==> src/rtl/i2c_tag_word_packer_defines.svh <==
// Assertion macros shared by the tag word packer RTL.
// Depends on nothing; included by the modules that carry assertions.
`ifndef I2C_TAG_WORD_PACKER_DEFINES_SVH
`define I2C_TAG_WORD_PACKER_DEFINES_SVH

// Same-cycle implication, disabled during reset.
`define ITWP_ASSERT_NOW(lbl, clk, rstn, ante, cons, msg) \
  lbl: assert property (@(posedge clk) disable iff (!(rstn)) (ante) |-> (cons)) \
    else $error(msg);

// Next-cycle implication, disabled during reset.
`define ITWP_ASSERT_NXT(lbl, clk, rstn, ante, cons, msg) \
  lbl: assert property (@(posedge clk) disable iff (!(rstn)) (ante) |=> (cons)) \
    else $error(msg);

`endif

==> src/rtl/itwp_pkg.sv <==
// Shared types and constants of the I2C tag word packer.
// Used by itwp_in_stage, itwp_pack_stage and i2c_tag_word_packer.
package itwp_pkg;

  typedef enum logic {
    OP_WRITE = 1'b0,
    OP_READ  = 1'b1
  } opcode_t;

  localparam logic [2:0] TAG_START = 3'd1;
  localparam logic [2:0] TAG_DATA  = 3'd2;
  localparam logic [2:0] TAG_STOP  = 3'd3;
  localparam logic [2:0] TAG_RECV  = 3'd4;

  localparam int unsigned HALF_W = 16;
  localparam int unsigned WORD_W = 32;

  typedef struct packed {
    opcode_t     opcode;
    logic [6:0]  slave_address;
    logic [7:0]  data_byte;
    logic        first_byte;
    logic        last_byte;
    logic [15:0] read_length;
  } item_t;

  // Handshake between the input stage and the pack stage.
  typedef struct packed {
    logic  valid;
    item_t item;
  } stage_t;

endpackage

==> src/rtl/itwp_in_stage.sv <==
// Input register of the tag word packer: unpacks the input beat and holds it.
// Depends on itwp_pkg.
module itwp_in_stage (
  input  logic                 clk,
  input  logic                 rst_n,
  input  logic                 in_tvalid,
  output logic                 in_tready,
  input  logic [31:0]          in_tdata,   // slave_address[6:0], data_byte[14:7],
                                           // read_length[30:15], zero[31]
  input  logic [1:0]           in_tuser,   // opcode[0], first_byte[1]
  input  logic                 in_tlast,   // last_byte
  output itwp_pkg::stage_t     stg,
  input  logic                 stg_ready
);

  logic            valid_r;
  logic            valid_nxt;
  itwp_pkg::item_t item_r;
  itwp_pkg::item_t item_nxt;

  assign in_tready = !valid_r || stg_ready;

  always_comb begin
    item_nxt = item_r;
    valid_nxt = valid_r && !stg_ready;
    if (in_tvalid && in_tready) begin
      valid_nxt = 1'b1;
      item_nxt.opcode        = itwp_pkg::opcode_t'(in_tuser[0]);
      item_nxt.first_byte    = in_tuser[1];
      item_nxt.last_byte     = in_tlast;
      item_nxt.slave_address = in_tdata[6:0];
      item_nxt.data_byte     = in_tdata[14:7];
      item_nxt.read_length   = in_tdata[30:15];
    end
  end

  always_ff @(posedge clk) begin
    if (!rst_n) begin
      valid_r <= 1'b0;
    end else begin
      valid_r <= valid_nxt;
    end
    item_r <= item_nxt;
  end

  assign stg.valid = valid_r;
  assign stg.item  = item_r;

endmodule

==> src/rtl/itwp_pack_stage.sv <==
// Pairing logic and result register of the tag word packer.
// Depends on itwp_pkg and i2c_tag_word_packer_defines.svh.
`include "i2c_tag_word_packer_defines.svh"

module itwp_pack_stage (
  input  logic             clk,
  input  logic             rst_n,
  input  itwp_pkg::stage_t stg,
  output logic             stg_ready,
  output logic             out_tvalid,
  input  logic             out_tready,
  output logic [31:0]      out_tdata    // fifo_word[31:0]
);

  logic [15:0] pending_half_r;
  logic [15:0] pending_half_nxt;
  logic        upper_next_r;
  logic        upper_next_nxt;
  logic        out_valid_r;
  logic        out_valid_nxt;
  logic [31:0] out_data_r;
  logic [31:0] out_data_nxt;

  logic        take;
  logic        emit;
  logic [7:0]  rd_len;
  logic [15:0] pend;
  logic        up;
  logic [15:0] half;
  logic [31:0] word;

  assign stg_ready = !out_valid_r || out_tready;
  assign take      = stg.valid && stg_ready;

  // Lengths of 256 and above do not fit the receive half and encode as zero.
  assign rd_len = (|stg.item.read_length[15:8]) ? 8'd0 : stg.item.read_length[7:0];

  always_comb begin
    pend = stg.item.first_byte ?
           {5'd0, itwp_pkg::TAG_START, stg.item.slave_address, 1'b0} : pending_half_r;
    up   = stg.item.first_byte || upper_next_r;
    half = {5'd0, (stg.item.last_byte ? itwp_pkg::TAG_STOP : itwp_pkg::TAG_DATA),
            stg.item.data_byte};

    pending_half_nxt = pending_half_r;
    upper_next_nxt   = upper_next_r;
    emit             = 1'b0;
    word             = '0;

    if (stg.item.opcode == itwp_pkg::OP_READ) begin
      emit = 1'b1;
      word = {5'd0, itwp_pkg::TAG_RECV, rd_len,
              5'd0, itwp_pkg::TAG_START, stg.item.slave_address, 1'b1};
      pending_half_nxt = '0;
      upper_next_nxt   = 1'b0;
    end else if (up) begin
      emit = 1'b1;
      word = {half, pend};
      pending_half_nxt = '0;
      upper_next_nxt   = 1'b0;
    end else if (stg.item.last_byte) begin
      emit = 1'b1;
      word = {16'd0, half};
      pending_half_nxt = '0;
      upper_next_nxt   = 1'b0;
    end else begin
      pending_half_nxt = half;
      upper_next_nxt   = 1'b1;
    end

    if (!take) begin
      emit             = 1'b0;
      pending_half_nxt = pending_half_r;
      upper_next_nxt   = upper_next_r;
    end

    out_valid_nxt = emit || (out_valid_r && !out_tready);
    out_data_nxt  = emit ? word : out_data_r;
  end

  always_ff @(posedge clk) begin
    if (!rst_n) begin
      pending_half_r <= '0;
      upper_next_r   <= 1'b0;
      out_valid_r    <= 1'b0;
    end else begin
      pending_half_r <= pending_half_nxt;
      upper_next_r   <= upper_next_nxt;
      out_valid_r    <= out_valid_nxt;
    end
    out_data_r <= out_data_nxt;
  end

  assign out_tvalid = out_valid_r;
  assign out_tdata  = out_data_r;

  `ITWP_ASSERT_NXT(a_read_emits, clk, rst_n,
    take && (stg.item.opcode == itwp_pkg::OP_READ),
    out_valid_r && (out_data_r[26:24] == itwp_pkg::TAG_RECV) && !upper_next_r,
    "read request did not produce a receive word")
  `ITWP_ASSERT_NXT(a_last_clears, clk, rst_n,
    take && stg.item.last_byte,
    !upper_next_r && (pending_half_r == 16'd0),
    "pairing state not cleared after the last byte")
  `ITWP_ASSERT_NXT(a_no_emit_no_word, clk, rst_n,
    take && !emit,
    !out_valid_r && upper_next_r,
    "held half did not wait for its partner")
  `ITWP_ASSERT_NOW(a_pending_tag_bits, clk, rst_n,
    1'b1,
    (pending_half_r[15:11] == 5'd0) && (upper_next_r || (pending_half_r == 16'd0)),
    "pending half holds stray bits")

endmodule

==> src/rtl/i2c_tag_word_packer.sv <==
// Top level of the I2C tag word packer: input register and pack stage.
// Depends on itwp_pkg, itwp_in_stage and itwp_pack_stage.
//
//   Channel  Direction  Beat contents
//   in_      slave      tdata: slave_address, data_byte, read_length;
//                       tuser: opcode, first_byte; tlast: last_byte
//   out_     master     tdata: fifo_word
//
// One beat is accepted per cycle while out_tready does not stall the pipeline. Its result
// is registered in the input stage and then in the pack stage before it is on out_tdata.
// A write byte that only fills the lower half produces no output beat.
// Reset clears the held half, the pairing flag and both valid flags.
// A stall on out_tready backs up through the pack stage to in_tready.
module i2c_tag_word_packer (
  input  logic        clk,
  input  logic        rst_n,
  input  logic        in_tvalid,
  output logic        in_tready,
  input  logic [31:0] in_tdata,    // slave_address[6:0], data_byte[14:7],
                                   // read_length[30:15], zero[31]
  input  logic [1:0]  in_tuser,    // opcode[0], first_byte[1]
  input  logic        in_tlast,    // last_byte
  output logic        out_tvalid,
  input  logic        out_tready,
  output logic [31:0] out_tdata    // fifo_word[31:0]
);

  itwp_pkg::stage_t stg;
  logic             stg_ready;

  itwp_in_stage u_in_stage (
    .clk       (clk),
    .rst_n     (rst_n),
    .in_tvalid (in_tvalid),
    .in_tready (in_tready),
    .in_tdata  (in_tdata),
    .in_tuser  (in_tuser),
    .in_tlast  (in_tlast),
    .stg       (stg),
    .stg_ready (stg_ready)
  );

  itwp_pack_stage u_pack_stage (
    .clk        (clk),
    .rst_n      (rst_n),
    .stg        (stg),
    .stg_ready  (stg_ready),
    .out_tvalid (out_tvalid),
    .out_tready (out_tready),
    .out_tdata  (out_tdata)
  );

endmodule

==> config.mk <==
export PLATFORM = sky130hd
export DESIGN_NAME = i2c_tag_word_packer
export DESIGN_NICKNAME = d
export VERILOG_FILES = /design/src/rtl/itwp_pkg.sv /design/src/rtl/itwp_in_stage.sv /design/src/rtl/itwp_pack_stage.sv /design/src/rtl/i2c_tag_word_packer.sv
export VERILOG_INCLUDE_DIRS = /design/src /design/src/rtl
export SDC_FILE = /design/constraint.sdc
export NUM_CORES = 1
export LEC_CHECK = 0
export ABC_AREA = 1
export BUFFER_PORTS_ARGS = -buffer_cell sky130_fd_sc_hd__buf_4
export CAP_MARGIN = 25
export CORE_MARGIN = 5
export CORE_UTILIZATION = 51
export DETAILED_ROUTE_END_ITERATION = 16
export MAX_ROUTING_LAYER = met4
export PLACE_DENSITY = 0.78
export SLEW_MARGIN = 10
export SYNTH_ARGS = -nofsm -noshare
export SYNTH_HDL_FRONTEND = slang
export SYNTH_HIERARCHICAL = 1
export SYNTH_SLANG_ARGS = --single-unit
export TNS_END_PERCENT = 50
==> constraint.sdc <==
create_clock -name clk -period 3.45 [get_ports clk]
set_input_delay 0.345 -clock clk [delete_from_list [all_inputs] [get_ports clk]]
set_output_delay 0.345 -clock clk [all_outputs]
set_load 0.02 [all_outputs]
==> run_results.csv, run 1 <==
group,metric,value,unit
synth,synth_top_area_share,62.5,%
routing,vias,1794,
placed_design,dp_hpwl,3.40,mm
synth,async_reset_ff_share,0,%
layout,area_growth,26.5,%
timing,period_share,61.0,%
routing,drcViolationCount,0,
clock_tree,cts_tree,"done",
die,dieHeight,82.0,um
critical_path,cp-endpoint,"u_pack_stage/out_tdata[17]",
timing,skew,0.00458,ns
critical_path,crit_path_max_fanout,22,
synth,synth_adder_area_share,0,%
synth,ys_top_cells_by_area,"edfxtp_1 (63%), dfxtp_1 (8.3%), nor2_1 (6.8%), buf_4 (4.3%), inv_1 (3.4%)",
die,initial_core_util,52.0,%
global_route,antenna_found_initial,0,
timing,tightest_slew,0.824,ns
critical_path,r2r-end,"u_pack_stage/out_tdata[17]",
die,ios,73,
critical_path,required,3.41,ns
synth,yosysTopAreaCell,"edfxtp_1",
clock_tree,clk_pin_slew_worst_paths,0.07,ns
routing,drtIter0Drc,132,
critical_path,cp-start-kind,"register",
die,die_x,82.0,um
clock_tree,ctsHoldBuffers,0,
layout,final_layout_size_suffix_gt1_share,29.7,%
power_and_ir_drop,vdd_ir_drop_max,0.361,mV
timing,tns,0,ns
synth,synthXorXnorAreaFrac,0,%
layout,diodes,0,
power_and_ir_drop,p_per_area,528,mW/mm^2
global_route,grt_max_degree,35,
routing,ant_nets,0,
synth,synthTopCellsByCount,"edfxtp_1 (55), nor2_1 (48), inv_1 (24), nand2_1 (24), nand3_1 (16)",
synth,synth_mux_area_share,0,%
routing,viasPerCell,4.85,
routing,drtPass1Iterations,4,
synth,netlist_instances,229,
run,maxCapViolations,0,
die,core_region_area,0.00507,mm^2
die,die_area,0.00672,mm^2
critical_path,worst-r2r-setup-slack,1.34,ns
synth,synth_seq_area_share,70.9,%
clock_tree,cts.repair.resized,0,
global_route,grtUsageTotal,16.5,%
timing,finalSetupViolations,0,
layout,fin_nets,334,
critical_path,r2r-start,"u_in_stage/stg[33]",
critical_path,crit_type,"reg -> reg",
clock_tree,numClockSinks,66,
synth,synth_top_family_by_area,"simple AND/OR/NAND/NOR gates",
timing,min_period,2.11,ns
run_status,status,"complete, no violations",
clock_tree,clk_latency,0.34,ns
synth,synth_compound_area_share,4.59,%
synth,yosysMostFrequentCell,"edfxtp_1",
power_and_ir_drop,p_leak,1.36,nW
timing,rsz0062_at_grt,"no",
global_route,grt_pass1_vias,1766,
placed_design,gp_congestion,0.863,
clock_tree,cts_buffers,9,
synth,synthDistinctLibCells,20,
synth,synth-simple-area-share,15.7,%
synth,synth_seq_cells,66,
critical_path,arrival,2.07,ns
synth,yosys_most_used_dff,"edfxtp_1",
clock_tree,cts_buffer_depth,2,
timing,max_freq,0.475,GHz
synth,syn_avg_cell_area,11.5,um^2
global_route,grt-ovfl-total,0,
critical_path,worstSetupEndpointType,"register",
clock_tree,cts_setup_buffers,0,
critical_path,r2r_cells,4,
routing,wl,4.91,mm
timing,relSlewSlack,45.0,%
synth,synth_edf_count,55,
layout,fin_util,65.8,%
clock_tree,htreeDepth,3,
hold_path,hold_path.class,"in -> reg",
synth,yosysWarnings,6,
timing,slew_viol_final,0,
die,core.rowCount,26,
timing,finalHoldViolations,0,
placed_design,port_buffers,60,
routing,routedWlPerCell,13.3,um
global_route,grt_pass1_wl,7.79,mm
clock_tree,root_buffer,"clkbuf_8",
synth,syn_area,0.00264,mm^2
critical_path,cp-startpoint,"u_in_stage/stg[33]",
-- cell families (layout without fill, tap and decap cells) --
group                  count (synthesis)  count (layout)
DFF                                   66              66
AOI/OAI and AO/OA                     21              21
other                                  1              11
and+or+nand+nor                       97              97
buffers and inverters                 44             105
-- worst min path at each step --
stage	to	slack, ns	from	cells past startpoint
2_1_floorplan	u_in_stage/stg[0]	0.44	in_tdata[15]	0
3_3_place_gp	u_pack_stage/out_tdata[7]	0.51	u_in_stage/stg[32]	2
3_5_place_dp	u_pack_stage/out_tdata[3]	0.51	u_in_stage/stg[28]	2
4_1_cts	u_in_stage/stg[9]	0.17	in_tdata[24]	1
5_1_grt	u_in_stage/stg[15]	0.16	in_tdata[30]	1
6_report	u_in_stage/stg[6]	0.18	in_tdata[21]	1
-- worst max-delay path: stages (launching register included) --
cell and delay, ns:
edfxtp_1 0.66, inv_2 0.25, nand3_2 0.14, nand2_2 0.06
inv_1 0.61
-- per-layer routing --
metal	global-route usage [%]	vias up	share of wire (%)
met1	18.5	835	40
met5	-	-	0
li1	-	875	-
met4	9.80	0	1.7
met3	3.73	7	7.2
met2	26.7	77	51
-- area by class of cell --
class | count | area [um^2]
Clock buffer | 10 | 128
Clock inverter | 6 | 81.3
Fill cell | 397 | 1730
Inverter | 28 | 105
Multi-Input combinational cell | 129 | 589
Sequential cell | 66 | 1870
Tap cell | 70 | 87.6
Timing Repair Buffer | 61 | 478
-- cells in the final DEF, fill, tap and decap left out, drive strengths merged --
master    count
dfxtp        11
edfxtp       55
nand3        17
o221ai        1
clkinvlp      1
bufinv        2
nand2        30
o22ai         7
inv          27
nor2         50
o21ai         9
buf          61
clkbuf       10
clkinv        4
conb         11
a21oi         4
-- state kept, by name, summed over array words and instances (netlist names) --
name	cells
u_pack_stage/pending_half_r	9
u_pack_stage/out_tdata	21
u_in_stage/valid_r	1
u_pack_stage/out_tvalid	1
u_in_stage/stg	34
-- through the flow --
stage          setup WS (ns)  power, mW  instances  hold WS (ns)  area [um^2]
2_1_floorplan          0.811       1.04        239         0.444         2680
6_report                1.34       1.76        370         0.179         3340
4_1_cts                 1.35       1.77        369         0.169         3310
5_1_grt                 1.18       1.82        370         0.160         3340
3_3_place_gp            1.43       1.09        353         0.507         3100
3_5_place_dp            1.36       1.09        353         0.513         3100
-- power by group --
group	internal (mW)	switching (mW)
Combinational	0.0611	0.0926
Sequential	0.910	0.0170
Clock	0.402	0.282
Total	1.37	0.392
No activity file was read; power rests on OpenSTA's default activity.
==> run 2: changes to the inputs <==
==> constraint.sdc (replaced) <==
create_clock -name clk -period 2.2 [get_ports clk]
set_input_delay 0.22 -clock clk [delete_from_list [all_inputs] [get_ports clk]]
set_output_delay 0.22 -clock clk [all_outputs]
set_load 0.02 [all_outputs]
==> run_results.csv, run 2 (synthesis gave the netlist of run 1 again) <==
group,metric,value,unit
power_and_ir_drop,p_per_area,834,mW/mm^2
die,core_region_area,0.00507,mm^2
timing,rsz0062_at_grt,"no",
routing,drtPass1Iterations,4,
placed_design,gp_congestion,0.883,
die,ios,73,
layout,area_growth,27.6,%
global_route,antenna_found_initial,0,
clock_tree,ctsHoldBuffers,0,
timing,fin_hold_ws,0.0656,ns
routing,routedWlPerCell,13.4,um
clock_tree,clk_latency,0.32,ns
critical_path,crit_path_max_fanout,22,
timing,finalSetupViolations,0,
timing,slew_viol_final,0,
routing,ant_nets,0,
run_status,status,"complete, no violations",
timing,setup_ws,0.339,ns
critical_path,worst-r2r-setup-slack,0.34,ns
timing,finalHoldViolations,0,
hold_path,whs_endpoint,"u_in_stage/stg[14]",
die,dieHeight,82.0,um
power_and_ir_drop,power_frac_clock,39.5,%
layout,diodes,0,
placed_design,port_buffers,60,
routing,drcViolationCount,0,
timing,tns,0,ns
clock_tree,cts.repair.resized,0,
timing,skew,0.00754,ns
global_route,grt-ovfl-total,0,
routing,vias,1807,
timing,tightest_slew,0.818,ns
clock_tree,cts_buffer_depth,2,
timing,period_share,84.6,%
layout,final_layout_size_suffix_gt1_share,30.0,%
clock_tree,cts_buffers,9,
layout,largest_reg_flops,34,
clock_tree,cts_setup_buffers,0,
hold_path,hold_depth,1,
global_route,grt_max_degree,28,
global_route,grtUsageTotal,16.8,%
power_and_ir_drop,p_leak,1.38,nW
routing,wl,5.00,mm
power_and_ir_drop,vdd_ir_drop_max,0.794,mV
timing,min_period,1.86,ns
routing,viasPerCell,4.84,
layout,fillers,382,
critical_path,r2r-end,"u_pack_stage/out_tdata[5]",
global_route,grt_pass1_wl,7.89,mm
die,core.rowCount,26,
power_and_ir_drop,p_sw_share,20.9,%
placed_design,dp_hpwl,3.48,mm
die,initial_core_util,52.0,%
power_and_ir_drop,p_int,2.22,mW
clock_tree,cts_tree,"done",
timing,max_freq,0.537,GHz
critical_path,arrival,1.81,ns
die,die_x,82.0,um
clock_tree,numClockSinks,66,
hold_path,hold_path.class,"in -> reg",
layout,mostFrequentLayoutCells,"buf_4 (63), edfxtp_1 (55), nor2_1 (48), inv_1 (24), nand2_1 (24)",
power_and_ir_drop,p_switching,0.587,mW
critical_path,cp-start-kind,"register",
die,die_area,0.00672,mm^2
critical_path,worstSetupEndpointType,"register",
critical_path,r2r_cells,4,
clock_tree,root_buffer,"clkbuf_8",
timing,relSlewSlack,45.4,%
routing,drtIter0Drc,146,
layout,fin_nets,337,
run,maxCapViolations,0,
critical_path,r2r-start,"u_in_stage/valid_r",
placed_design,post-place-ws,0.363,ns
critical_path,crit_type,"reg -> reg",
global_route,grt_pass1_vias,1761,
hold_path,hold_start,"in_tdata[29]",
power_and_ir_drop,pwr-share-seq,51.5,%
clock_tree,htreeDepth,3,
critical_path,required,2.15,ns
power_and_ir_drop,comb_power_share,9.0,%
clock_tree,clk_pin_slew_worst_paths,0.07,ns
layout,layout_commonest_cell,"buf_4",
## run 2: changes by cell type in the layout (fill, tap and decap cells not counted)
cell and delta:
buf_12 +1, buf_16 -1, buf_4 +3, clkbuf_1 +1, clkbuf_8 +2, clkinv_2 -2, clkinvlp_4 -1
## run 2: final cells by class
cell class | instances | area, um^2 | share of cell area, %
Inverter | 28 | 105 | 3.12
Sequential cell | 66 | 1870 | 55.6
Tap cell | 70 | 87.6 | 2.60
Timing Repair Buffer | 64 | 493 | 14.6
Clock buffer | 13 | 159 | 4.72
Multi-Input combinational cell | 129 | 589 | 17.5
Clock inverter | 3 | 63.8 | 1.89
## run 2: critical path: stages (launching register included)
cell and delay, ns:
dfxtp_1 0.42, nand2_2 0.18, inv_2 0.20, nand2_2 0.08
inv_1 0.60
## run 2: worst max-delay path by stage
stage	from	endpoint	slack, ns
after global placement	u_in_stage/valid_r	u_pack_stage/out_tdata[0]	0.40
after CTS	u_in_stage/valid_r	u_pack_stage/out_tdata[5]	0.34
after global routing	u_in_stage/valid_r	u_pack_stage/out_tdata[9]	0.18
after floorplan	u_pack_stage/out_tvalid	u_in_stage/stg[0]	0.24
after detailed placement	u_in_stage/valid_r	u_pack_stage/out_tdata[0]	0.36
final	u_in_stage/valid_r	u_pack_stage/out_tdata[5]	0.34
## run 2: power groups by stage
| stage | Combinational (mW) | Clock [mW] | Sequential, mW |
|---|---|---|---|
| 6_report | 0.252 | 1.11 | 1.45 |
| 5_1_grt | 0.276 | 1.20 | 1.45 |
| 4_1_cts | 0.251 | 1.13 | 1.45 |
| 3_5_place_dp | 0.251 | 0 | 1.47 |
| 3_3_place_gp | 0.245 | 0 | 1.47 |
| 2_1_floorplan | 0.126 | 0 | 1.50 |
## run 2: routing by layer
metal,up-vias,routed length (um),track usage [%]
li1,879,-,-
met5,-,0,-
met4,0,67,7.64
met3,6,446,5.26
met1,833,1860,18.8
met2,89,2620,27.4
## run 2: through the flow
stage                     total power, mW  util (%)  std cells  area (um^2)
after global routing                 2.93      66.4        373         3370
after global placement               1.72      62.0        357         3150
final                                2.81      66.4        373         3370
after CTS                            2.83      66.4        373         3370
after floorplan                      1.62         -        239         2680
after detailed placement             1.73      62.0        357         3150
==> run 3: changes to the inputs <==
==> constraint.sdc (replaced) <==
create_clock -name clk -period 1.9 [get_ports clk]
set_input_delay 0.19 -clock clk [delete_from_list [all_inputs] [get_ports clk]]
set_output_delay 0.19 -clock clk [all_outputs]
set_load 0.02 [all_outputs]
==> run_results.csv, run 3 (synthesis gave the netlist of run 1 again) <==
group,metric,value,unit
die,dieHeight,82.0,um
global_route,grtUsageTotal,17.4,%
routing,routedWlPerCell,13.6,um
critical_path,crit_path_max_fanout,14,
power_and_ir_drop,pwr-share-seq,49.6,%
routing,wl,5.10,mm
timing,finalHoldViolations,0,
clock_tree,cts.repair.resized,0,
clock_tree,numClockSinks,66,
timing,min_period,1.60,ns
clock_tree,root_buffer,"clkbuf_8",
timing,fin_hold_ws,0.0267,ns
power_and_ir_drop,p_sw_share,21.6,%
placed_design,port_buffers,60,
hold_path,hold_start,"in_tdata[16]",
clock_tree,cts_tree,"done",
global_route,antenna_found_initial,0,
clock_tree,cts_setup_buffers,0,
critical_path,crit_type,"reg -> reg",
layout,fin_util,67.4,%
layout,diodes,0,
power_and_ir_drop,p_switching,0.730,mW
critical_path,worstSetupEndpointType,"register",
die,ios,73,
global_route,grt-ovfl-total,0,
routing,viasPerCell,4.85,
clock_tree,ctsHoldBuffers,0,
timing,skew,0.00679,ns
timing,max_freq,0.623,GHz
critical_path,cp-startpoint,"u_in_stage/valid_r",
placed_design,gp_congestion,0.868,
die,initial_core_util,52.0,%
layout,fin_area,0.00342,mm^2
clock_tree,htreeDepth,3,
routing,drtPass1Iterations,4,
routing,drcViolationCount,0,
layout,fin_nets,340,
layout,largest_reg_flops,34,
global_route,grt_max_degree,35,
timing,rsz0062_at_grt,"no",
clock_tree,cts_buffer_depth,2,
layout,fillers,406,
hold_path,hold_path.class,"in -> reg",
power_and_ir_drop,vdd_ir_drop_max,0.598,mV
timing,tns,0,ns
layout,area_growth,29.6,%
critical_path,r2r-start,"u_in_stage/valid_r",
layout,layout_commonest_cell,"buf_4",
layout,final_layout_size_suffix_gt1_share,31.7,%
global_route,grt_pass1_vias,1754,
timing,period_share,84.5,%
die,core_region_area,0.00507,mm^2
clock_tree,cts_buffers,9,
power_and_ir_drop,power_frac_clock,41.4,%
critical_path,cp-start-kind,"register",
placed_design,dpl_cell_area,0.00318,mm^2
power_and_ir_drop,comb_power_share,9.0,%
power_and_ir_drop,p_per_area,986,mW/mm^2
power_and_ir_drop,p_leak,1.41,nW
die,core.rowCount,26,
clock_tree,clk_pin_slew_worst_paths,0.07,ns
routing,vias,1825,
die,die_area,0.00672,mm^2
run,maxCapViolations,0,
global_route,grt_pass1_wl,8.18,mm
power_and_ir_drop,p_int,2.64,mW
critical_path,required,1.95,ns
critical_path,arrival,1.66,ns
layout,mostFrequentLayoutCells,"buf_4 (65), edfxtp_1 (55), nor2_1 (48), inv_1 (24), nand2_1 (24)",
routing,ant_nets,0,
run_status,status,"complete, no violations",
clock_tree,clk_latency,0.33,ns
die,die_x,82.0,um
placed_design,dp_hpwl,3.50,mm
timing,finalSetupViolations,0,
routing,drtIter0Drc,192,
timing,slew_viol_final,0,
[run 3: worst paths after layout]
check | end | slack, ns | cells after the start
min | u_in_stage/stg[1] | 0.03 | 1
max | u_pack_stage/out_tdata[21] | 0.30 | 5
min reg2reg | u_pack_stage/out_tdata[5] | 0.51 | 2
max reg2reg | u_pack_stage/out_tdata[21] | 0.30 | 5
[run 3: per-layer routing]
metal / track usage (%) / vias to the layer above / wire length [um]
met4: 8.97 / 0 / 93
met3: 4.17 / 11 / 352
met5: - / - / 0
met1: 20.5 / 854 / 2020
li1: - / 884 / -
met2: 27.8 / 76 / 2640
[run 3: worst max-delay path: stages, from the launching register on]
cell and delay [ns]:
dfxtp_1 0.43, nand2_2 0.18, inv_2 0.11, nand2_2 0.06, inv_1 0.32, buf_12 0.20
[run 3: final cells by class]
| class | instances | area [um^2] | area share [%] |
|---|---|---|---|
| Timing Repair Buffer | 67 | 528 | 15.4 |
| Inverter | 28 | 105 | 3.07 |
| Clock inverter | 7 | 116 | 3.40 |
| Tap cell | 70 | 87.6 | 2.56 |
| Clock buffer | 9 | 124 | 3.62 |
| Multi-Input combinational cell | 129 | 589 | 17.2 |
| Sequential cell | 66 | 1870 | 54.7 |
[run 3: per-stage QoR]
stage	setup slack (ns)	instances	power (mW)
6_report	0.295	376	3.37
5_1_grt	0.220	376	3.51
4_1_cts	0.277	376	3.40
3_5_place_dp	0.297	360	2.01
3_3_place_gp	0.355	360	2.00
2_1_floorplan	0.266	239	1.88
[run 3: power by group through the flow]
| stage | clock, mW | sequential, mW | combinational, mW |
|---|---|---|---|
| detailed placement | 0 | 1.71 | 0.302 |
| floorplan | 0 | 1.73 | 0.147 |
| global route | 1.49 | 1.68 | 0.330 |
| CTS | 1.42 | 1.67 | 0.304 |
| finish | 1.40 | 1.67 | 0.303 |
| global placement | 0 | 1.70 | 0.294 |
